File: config.mk
export PLATFORM = sky130hd
export DESIGN_NAME = prf_ctrl
export DESIGN_NICKNAME = d
export VERILOG_FILES = /design/src/design/prf_pkg.sv /design/src/design/prf_ctrl.sv
export SDC_FILE = /design/constraint.sdc
export NUM_CORES = 1
export LEC_CHECK = 0
export ABC_CLOCK_PERIOD_IN_PS = 1300
export BUFFER_PORTS_ARGS = -buffer_cell sky130_fd_sc_hd__buf_4
export CAP_MARGIN = 20
export CORE_AREA = 2 2 39 41
export DETAILED_ROUTE_END_ITERATION = 10
export DIE_AREA = 0 0 41 43
export SYNTH_ARGS = -nofsm -noshare
export SYNTH_HDL_FRONTEND = slang
export SYNTH_SLANG_ARGS = --single-unit
File: constraint.sdc
create_clock -name clk -period 1.3 [get_ports clk]
set_input_delay 0.26 -clock clk [delete_from_list [all_inputs] [get_ports clk]]
set_output_delay 0.26 -clock clk [all_outputs]
set_load 0.02 [all_outputs]
File: src/design/prf_pkg.sv
package prf_pkg;

	// Default sizes of the stores and the data path
	localparam int MAX_TAPS_DEF       = 1024;
	localparam int MAX_PHASE_TAPS_DEF = 64;
	localparam int SAMPLE_WIDTH_DEF   = 16;
	localparam int COEF_WIDTH_DEF     = 16;

	// Fixed field and register widths
	localparam int COEF_IDX_W = 10;
	localparam int UP_W       = 6;
	localparam int DN_W       = 7;
	localparam int TPP_W      = 7;
	localparam int CFG_W      = 7;
	localparam int CFG_IDX_W  = 2;
	localparam int OFS_W      = 7;

	// Legal ranges of the factors
	localparam int UP_MAX = 32;
	localparam int DN_MAX = 64;

	// Input word modes
	localparam logic MODE_PUSH = 1'b0;
	localparam logic MODE_COEF = 1'b1;

	// Configuration register indexes
	typedef enum logic [CFG_IDX_W-1:0] {
		CFG_UP  = 2'd0,
		CFG_DN  = 2'd1,
		CFG_TPP = 2'd2
	} cfg_reg_t;

	typedef enum logic [2:0] {
		ST_IDLE,
		ST_CHECK,
		ST_MAC,
		ST_DRAIN1,
		ST_DRAIN2,
		ST_SCALE,
		ST_EMIT
	} prf_state_t;

	// Commands from the controller to the datapath
	typedef struct packed {
		logic hist_wr;
		logic coef_wr;
		logic mac_start;
		logic mac_issue;
		logic scale;
		logic out_load;
		logic finish;
	} dp_cmd_t;

	// Status from the datapath to the controller
	typedef struct packed {
		logic ofs_lt_u;
		logic tap_last;
		logic out_busy;
	} dp_sts_t;

endpackage

File: src/design/prf_ctrl.sv
module prf_ctrl
	import prf_pkg::*;
(
	input  logic    clk,
	input  logic    arst_n,
	input  logic    item_valid,
	input  logic    mode,
	output logic    item_stall,
	input  dp_sts_t sts,
	output dp_cmd_t cmd
);

	prf_state_t state_q;
	prf_state_t state_d;

	always_ff @(posedge clk or negedge arst_n) begin
		if (!arst_n) begin
			state_q <= ST_IDLE;
		end else begin
			state_q <= state_d;
		end
	end

	always_comb begin
		state_d    = state_q;
		cmd        = '0;
		item_stall = 1'b1;
		case (state_q)
			ST_IDLE: begin
				item_stall = 1'b0;
				if (item_valid) begin
					if (mode == MODE_COEF) begin
						cmd.coef_wr = 1'b1;
					end else begin
						cmd.hist_wr = 1'b1;
						state_d     = ST_CHECK;
					end
				end
			end
			ST_CHECK: begin
				if (sts.ofs_lt_u) begin
					cmd.mac_start = 1'b1;
					state_d       = ST_MAC;
				end else begin
					cmd.finish = 1'b1;
					state_d    = ST_IDLE;
				end
			end
			ST_MAC: begin
				cmd.mac_issue = 1'b1;
				if (sts.tap_last) begin
					state_d = ST_DRAIN1;
				end
			end
			ST_DRAIN1: begin
				state_d = ST_DRAIN2;
			end
			ST_DRAIN2: begin
				state_d = ST_SCALE;
			end
			ST_SCALE: begin
				cmd.scale = 1'b1;
				state_d   = ST_EMIT;
			end
			ST_EMIT: begin
				if (!sts.out_busy) begin
					cmd.out_load = 1'b1;
					state_d      = ST_CHECK;
				end
			end
			default: begin
				state_d = ST_IDLE;
			end
		endcase
	end

endmodule

==> flow_summary.yaml, run 1 <==
outcome:
  violations: "negative setup slack"
  status: "finished, violations left"
floorplanning:
  core_um2: 1380
  num_rows: 14
  initial_core_util: 0.170
  chipWidth_um: 41
  dieHeight_um: 43
  ios: 15
  die_area_um2: 1760
synthesis:
  syn_nets: 36
  yosysWarnings: 0
  ys_seq_elements: 3
  syn_inst: 29
  synth.area.top_cells: "dfrtp_1 32%, nand2b_1 8.0%, a311oi_2 6.4%"
  synth_cell_types: 15
  yosys.area.top_type: "dfrtp_1"
  ys_seq_area_frac: 0.319
  synth.avg_cell_area_um2: 8.11
  synthesis.area_um2: 235
  synth_top_area_frac: 0.319
global_route:
  grt.overflow.total: 0
  antenna_found_initial: 0
  grt_pass1_wl_um: 1090
  grt_pass1_vias: 289
  grt.total_usage: 0.0945
  grt_max_degree: 8
sta:
  relSlewSlack: 0.859
  maxSlewViolCount: 0
  final-setup-viol-count: 8
  fmax_ghz: 0.694
  rsz0062_at_grt: "yes"
  finalCritPeriodShare: 1.11
  tightest_slew_ns: 0.210
  skew_ns: 0.00434
  tns_ns: -0.875
  worst_hold_slack_ns: 0.312
  period_needed_ns: 1.44
  final_hold_viol_count: 0
  worst_slack_ns: -0.140
clocking:
  cts_tree: "built"
  cts-root-buf: "clkbuf_4"
  numCtsBuffers: 3
  htree_levels: 1
  clkSlewWorstSetupHoldPaths_ns: 0.03
  clock_latency_ns: 0.24
  cts_sinks: 3
  clk_path_buf_depth: 2
placed_design:
  post-place-ws_ns: 0.0691
  hpwl_um: 454
  place_congestion: 0.767
  placed_area_um2: 374
  dp_cells: 60
  numPortBuffers: 14
worst_setup_path:
  cp_max_fo: 3
  crit_arrival_ns: 1.18
  max_stage_delay_ns: 0.42
  path_cells: "nor3_4, and3_1, buf_4"
  cp_num_buf_inv: 1
  worstPathRequired_ns: 1.04
  endpoint_kind: "primary output"
  crit_family: "flip-flops"
  slowest_stage: "dfrtp_2"
  critPathKind: "flop to primary output"
  startpoint_type: "flop"
layout:
  finalNonFillerCells: 69
  finalInstanceArea_um2: 531
  drive_gt1_frac: 0.698
  final_cell_mix: "12 x buf_4, 7 x buf_6, 3 x clkbuf_4, 3 x dfrtp_2"
  layout_commonest_cell: "buf_4"
  antenna_cells: 0
  nets: 61
  largest_register_ffs: 3
  max_flop_register: "state_q"
  top_regs: "state_q (3)"
  area_growth_pct: 126
power_and_ir_drop:
  p_sw_frac: 0.420
  internal_power_w: 0.000705
  p_per_area_nw_per_um2: 2290
  p_leak_nw: 0.237
  power_frac_comb: 0.678
  sequentialPowerShare: 0.181
  p_sw_w: 0.000511
  ir_worst_vdd_mv: 0.770
  pwr-share-clk: 0.141
routing:
  drt-total-wl_um: 722
  ant_nets: 0
  drt_first_iter_violations: 2
  dr_total_vias: 279
  drt-wirelength-per-cell_um: 10.5
  drc_errors: 0
  dr.pass1.iters: 3
  drt-vias-per-instance: 4.04
hold_path:
  holdCritPathClass: "primary input to flop"
flow_run:
  drv_cap: 0
## worst paths after layout
kind                            start    endpoint  slack (ns)  cells after the start
max                        state_q[1]      cmd[5]       -0.14                      3
min                            sts[1]  state_q[0]        0.31                      3
max reg2reg                state_q[1]  state_q[0]        0.16                      4
min reg2reg                state_q[2]  state_q[2]        0.65                      2
max in group asynchronous      arst_n  state_q[0]        0.84                      2
min in group asynchronous      arst_n  state_q[2]        0.34                      2
## cells by family (layout without fill, tap and decap cells)
logic type / Yosys count / in the layout / synth area share
compound gates: 4 / 4 / 0.128
buf+inv: 3 / 27 / 0.0798
flops: 3 / 3 / 0.319
simple gates: 19 / 19 / 0.473
## layout make-up
| class | instances | area, µm² |
|---|---|---|
| inverters | 2 | 7.51 |
| repair buffers | 21 | 199 |
| flip-flops and latches | 3 | 78.8 |
| clock buffers | 4 | 26.3 |
| fillers | 144 | 853 |
| multi-input cells | 23 | 199 |
| well taps | 16 | 20.0 |
## cell usage after synthesis
cell type,count
nor2_1,4
nor3_2,1
dfrtp_1,3
o21ai_1,2
buf_6,1
nand2_1,3
nor3b_1,1
and3_1,2
o21ai_0,1
inv_1,2
a311oi_2,1
nand2b_4,1
nor3_1,2
nor2b_1,2
nand2b_1,3
## power by group through the flow
stage | sequential (W) | combinational (W) | clock, W
global route | 0.000229 | 0.000880 | 0.000186
floorplan | 0.000188 | 0.000344 | 0
CTS | 0.000224 | 0.000659 | 0.000182
finish | 0.000220 | 0.000824 | 0.000171
global placement | 0.000209 | 0.000494 | 0
detailed placement | 0.000208 | 0.000498 | 0
## what timing repair did
| action | in CTS | in global routing |
|---|---|---|
| endpoints found under the setup margin | 8 | 8 |
| gates cloned | 0 | 0 |
| gates resized for setup | 12 | 9 |
| pin swaps | 2 | 4 |
| endpoints found under the hold margin | 3 | 0 |
| buffers inserted | 3 | 1 |
| hold buffers | 1 | 0 |
## layer usage
metal | wire [µm] | GRT usage | up-vias
met5 | 0 | 0 | -
met4 | 0 | 0.0400 | 0
met3 | 55 | 0.0681 | 0
met2 | 379 | 0.131 | 10
met1 | 287 | 0.106 | 125
li1 | - | - | 144
## metrics by stage
stage / total power, W / utilization
floorplan: 0.000532 / -
global placement: 0.000703 / 0.270
detailed placement: 0.000706 / 0.270
CTS: 0.00106 / 0.342
global route: 0.00129 / 0.383
finish: 0.00122 / 0.383
## worst reg2reg max path, stage by stage, from the launching register on
cell,delay (ns)
dfrtp_2,0.42
buf_4,0.16
buf_4,0.13
nor3_1,0.22
a311oi_2,0.07
No activity file was read; power rests on OpenSTA's default activity.
==> inputs of run 2 (changes only) <==
CTS_BUF_LIST = sky130_fd_sc_hd__clkbuf_8   (was not set)
==> run 2 against run 1 <==
Against the previous run: the run still ends with negative setup slack left; sequential power is 3% higher; total power grew 3.9%; register-to-register slack gained 0.04 ns; sequential share of layout area decreased by 0.070 points; design area increased by 0.47%; non-clock buffer count increased by 2; largest power group unchanged; highest routed layer unchanged.
==> flow_summary.yaml, run 2 (synthesis gave the netlist of run 1 again) <==
layout:
  layout_commonest_cell: "buf_4"
  max_flop_register: "state_q"
  area_growth_pct: 127
  finalNonFillerCells: 71
  final_cell_mix: "17 x buf_4, 5 x buf_6, 3 x clkbuf_8, 3 x dfrtp_2"
  fin_util: 0.385
  nFillCells: 142
  drive_gt1_frac: 0.691
  top_regs: "state_q (3)"
  largest_register_ffs: 3
  nets: 63
  antenna_cells: 0
clocking:
  numCtsBuffers: 3
  clkSlewWorstSetupHoldPaths_ns: 0.03
  clock_latency_ns: 0.22
  cts_sinks: 3
  htree_levels: 1
  cts_tree: "built"
  clk_path_buf_depth: 2
  cts-root-buf: "clkbuf_8"
worst_setup_path:
  reg2reg_from: "state_q[2]"
  path_cells: "buf_6, buf_4, and3_1, buf_6"
  cp_max_fo: 4
  r2r_cells: 3
  cp.depth: 4
  crit_arrival_ns: 1.19
  critPathKind: "flop to primary output"
  worstPathRequired_ns: 1.04
  startpoint_type: "flop"
  rrSetupSlack_ns: 0.20
  crit_family: "flip-flops"
  cpMostUsedCell: "buf_6"
  cp_num_buf_inv: 3
  r2r_end: "state_q[0]"
  endpoint_kind: "primary output"
  slowest_stage: "dfrtp_2"
  max_stage_delay_ns: 0.42
global_route:
  grt.overflow.total: 0
  grt.total_usage: 0.0905
  use_met1: 0.106
  grt_max_degree: 8
  gr-max-usage-layer: "met2"
  grt_pass1_vias: 274
  grt_pass1_wl_um: 1040
  antenna_found_initial: 0
  met2_usage: 0.119
  use_met3: 0.0681
flow_run:
  drv_cap: 0
sta:
  maxSlewViolCount: 0
  skew_ns: 0.00401
  worst_hold_slack_ns: 0.338
  finalCritPeriodShare: 1.12
  worst_slack_ns: -0.155
  fmax_ghz: 0.687
  period_needed_ns: 1.45
  tns_ns: -0.839
  relSlewSlack: 0.856
  tightest_slew_ns: 0.214
  rsz0062_at_grt: "yes"
  final-setup-viol-count: 8
  final_hold_viol_count: 0
floorplanning:
  chipWidth_um: 41
  initial_core_util: 0.170
  dieHeight_um: 43
  ios: 15
  num_rows: 14
  core_um2: 1380
  die_area_um2: 1760
routing:
  drt-total-wl_um: 694
  dr.pass1.iters: 1
  drc_errors: 0
  drt-vias-per-instance: 3.89
  ant_nets: 0
  drt-wirelength-per-cell_um: 9.77
  drt_first_iter_violations: 0
  dr_total_vias: 276
power_and_ir_drop:
  p_leak_nw: 0.254
  p_per_area_nw_per_um2: 2370
  ir_worst_vdd_mv: 0.962
outcome:
  status: "finished, violations left"
  violations: "negative setup slack"
hold_path:
  holdPathStages: 3
  worstHoldStart: "sts[1]"
  min_to: "state_q[0]"
  holdCritPathClass: "primary input to flop"
placed_design:
  hpwl_um: 454
  post-place-ws_ns: 0.0691
  dp_cells: 60
  place_congestion: 0.767
  numPortBuffers: 14
[run 2: cell count changes in the layout (fill, tap and decap cells not counted), sizes merged]
cell,delta
clkbuf,-1
inv,+1
buf,+2
[run 2: cell type report]
| cell class | instances | area, µm² | area share |
|---|---|---|---|
| sequential | 3 | 78.8 | 0.148 |
| clock inverter | 1 | 3.75 | 0.00704 |
| inverter | 2 | 7.51 | 0.0141 |
| multi-input combinational | 23 | 188 | 0.352 |
| clock buffer | 3 | 41.3 | 0.0775 |
| timing repair buffer | 23 | 194 | 0.364 |
| tap | 16 | 20.0 | 0.0376 |
[run 2: how the worst max path moves through the flow]
stage	from	slack, ns	to
2_1_floorplan	state_q[2]	0.05	cmd[6]
3_3_place_gp	state_q[1]	0.08	cmd[6]
6_report	state_q[0]	-0.15	cmd[2]
5_1_grt	state_q[2]	-0.24	cmd[6]
3_5_place_dp	state_q[0]	0.07	cmd[5]
4_1_cts	state_q[2]	-0.14	cmd[5]
[run 2: power by group]
part	switching (W)	internal, W
clock network	0.0000637	0.000201
logic	0.000352	0.000420
registers	0.0000808	0.000146
total	0.000496	0.000767
[run 2: metal layers]
layer	wire length (µm)	part of all wire
met4	0	0
met2	357	0.51
met5	0	0
met3	52	0.075
met1	284	0.41
[run 2: repair_timing]
item                                    4_1_cts  5_1_grt
hold buffers                                  1        0
gates cloned                                  0        0
setup buffers                                 1        5
pin swaps                                     2        2
endpoints found under the setup margin        7        8
hold endpoints to repair                      3        0
gates resized for setup                       7       10
[run 2: worst reg2reg max path: stages, from the launching register on]
cell and delay, ns:
dfrtp_2 0.44, buf_4 0.18, nand2b_4 0.14, a311oi_2 0.24
[run 2: through the flow]
stage	power [W]	cell area [µm²]
after floorplan	0.000532	245
after global placement	0.000703	374
after detailed placement	0.000706	374
after CTS	0.00107	453
after global routing	0.00136	533
final	0.00126	533
==> inputs of run 3 (changes only) <==
ABC_AREA = 1   (was not set)
CTS_CLUSTER_SIZE = 40   (was not set)
==> run 3 against run 2 <==
Against the previous run: the run still ends with negative setup slack left; non-clock buffer count is 4 higher; final cell count is 17% higher; sequential cell count stayed put; critical path type unchanged; largest cell class unchanged; highest routed layer is now met4.
==> flow_summary.yaml, run 3 <==
outcome:
  status: "finished, violations left"
  violations: "negative setup slack"
synthesis:
  ys_seq_elements: 3
  synth.avg_cell_area_um2: 6.19
  synth_flop_cell: "dfrtp_1"
  yosysWarnings: 0
  synth_common_cells: "8 x nor2_1, 6 x inv_1, 5 x nand2_1, 5 x nand3_1"
  yosys.area.top_type: "dfrtp_1"
  synth.area.top_cells: "dfrtp_1 33%, nor2_1 13%, nand3_1 11%"
  synthesis.area_um2: 229
  async_flop_share: 1.00
  synth_edf_count: 0
  synth_cell_types: 12
  synth_top_area_frac: 0.328
  syn_nets: 44
  syn_inst: 37
  yosysMostFrequentCell: "nor2_1"
  ys_seq_area_frac: 0.328
sta:
  fmax_ghz: 0.723
  rsz0062_at_grt: "yes"
  tightest_slew_ns: 0.189
  worst_slack_ns: -0.0837
  maxSlewViolCount: 0
  final_hold_viol_count: 0
  relSlewSlack: 0.874
  finalCritPeriodShare: 1.06
  skew_ns: 0.00341
  period_needed_ns: 1.38
  final-setup-viol-count: 8
worst_setup_path:
  startpoint_type: "flop"
  crit_arrival_ns: 1.12
  critPathKind: "flop to primary output"
  worstPathRequired_ns: 1.04
  cp_max_fo: 5
  endpoint_kind: "primary output"
floorplanning:
  core_um2: 1380
  ios: 15
  chipWidth_um: 41
  dieHeight_um: 43
  die_area_um2: 1760
  num_rows: 14
  initial_core_util: 0.165
layout:
  antenna_cells: 0
  largest_register_ffs: 3
  top_regs: "state_q (3)"
  nets: 75
  max_flop_register: "state_q"
  area_growth_pct: 144
  nFillCells: 149
  drive_gt1_frac: 0.627
  layout_commonest_cell: "buf_4"
  final_cell_mix: "22 x buf_4, 7 x nor2_1, 5 x inv_1"
  finalInstanceArea_um2: 559
  finalNonFillerCells: 83
hold_path:
  holdCritPathClass: "primary input to asynchronous set/reset pin"
routing:
  drt-wirelength-per-cell_um: 10.6
  drc_errors: 0
  dr_total_vias: 346
  drt-total-wl_um: 881
  dr.pass1.iters: 2
  ant_nets: 0
  drt_first_iter_violations: 3
  drt-vias-per-instance: 4.17
clocking:
  clk_path_buf_depth: 2
  numCtsBuffers: 3
  clkSlewWorstSetupHoldPaths_ns: 0.03
  htree_levels: 1
  cts_sinks: 3
  clock_latency_ns: 0.22
  cts-root-buf: "clkbuf_8"
  cts_tree: "built"
power_and_ir_drop:
  total_power_w: 0.00134
  ir_worst_vdd_mv: 1.00
  p_per_area_nw_per_um2: 2390
  p_leak_nw: 0.303
global_route:
  antenna_found_initial: 0
  grt_pass1_wl_um: 1280
  grt_max_degree: 8
  grt.overflow.total: 0
  grt_pass1_vias: 316
  grt.total_usage: 0.110
placed_design:
  post-place-ws_ns: 0.0487
  hpwl_um: 449
  place_congestion: 0.823
  placed_area_um2: 347
  dp_cells: 66
  numPortBuffers: 14
flow_run:
  drv_cap: 0
run 3: changes by cell type after synthesis, sizes merged, moves of 2 or more:
| cell | delta |
|---|---|
| nand3 | +5 |
| and3 | -2 |
| nand2b | -4 |
| inv | +5 |
| nor2 | +5 |
| nand2 | +3 |
| nand4 | +3 |
| o21ai | -3 |
| nor2b | -2 |
run 3: cell type report:
cell class	instances	area [µm²]	share of cell area
Timing Repair Buffer	27	220	0.394
Multi-Input combinational cell	26	170	0.304
Sequential cell	3	77.6	0.139
Clock buffer	3	41.3	0.0738
Inverter	7	26.3	0.0470
Tap cell	16	20.0	0.0358
Clock inverter	1	3.75	0.00671
run 3: timing repair:
item,CTS,global route
cloned,0,0
resized for setup,11,8
pin swaps,0,2
endpoints found under the setup margin,8,8
hold buffers,1,0
setup buffers,8,4
endpoints found under the hold margin,3,0
run 3: cells by family (layout without fill, tap and decap cells):
kind of cell,Yosys count,after routing,synth area share
compound gates,1,1,0.0218
buf+inv,8,38,0.148
flops,3,3,0.328
simple gates,25,25,0.503
run 3: per-layer routing:
metal | wire (µm) | GRT usage | up-vias
met4 | 14 | 0.0800 | 0
met2 | 447 | 0.153 | 12
li1 | - | - | 179
met5 | 0 | 0 | -
met1 | 364 | 0.145 | 153
met3 | 53 | 0.0157 | 2
run 3: through the flow:
stage	util	hold slack (ns)	setup TNS, ns
5_1_grt	0.404	0.390	-0.976
6_report	0.404	0.371	-0.521
3_5_place_dp	0.250	0.0490	0
4_1_cts	0.360	0.373	-0.407
3_3_place_gp	0.250	0.0533	0
2_1_floorplan	-	-0.0356	-0.141
run 3: final timing paths:
check	to	from	depth (start not counted)	slack, ns
hold reg to reg	state_q[0]	state_q[0]	2	0.63
min in group clk	state_q[1]	sts[0]	3	0.42
setup / recovery	cmd[1]	state_q[0]	4	-0.08
setup reg to reg	state_q[1]	state_q[0]	4	0.19
max in group asynchronous	state_q[2]	arst_n	2	0.82
hold / removal	state_q[1]	arst_n	2	0.37
run 3: worst max-delay path, cell delays in order (launching register included):
cell and delay (ns):
dfrtp_1 0.42, inv_2 0.15, nand2_4 0.08, nor3_4 0.12, buf_6 0.14
run 3: power by group:
group	internal [W]	switching, W
logic	0.000427	0.000414
registers	0.000141	0.0000867
clock network	0.000202	0.0000675
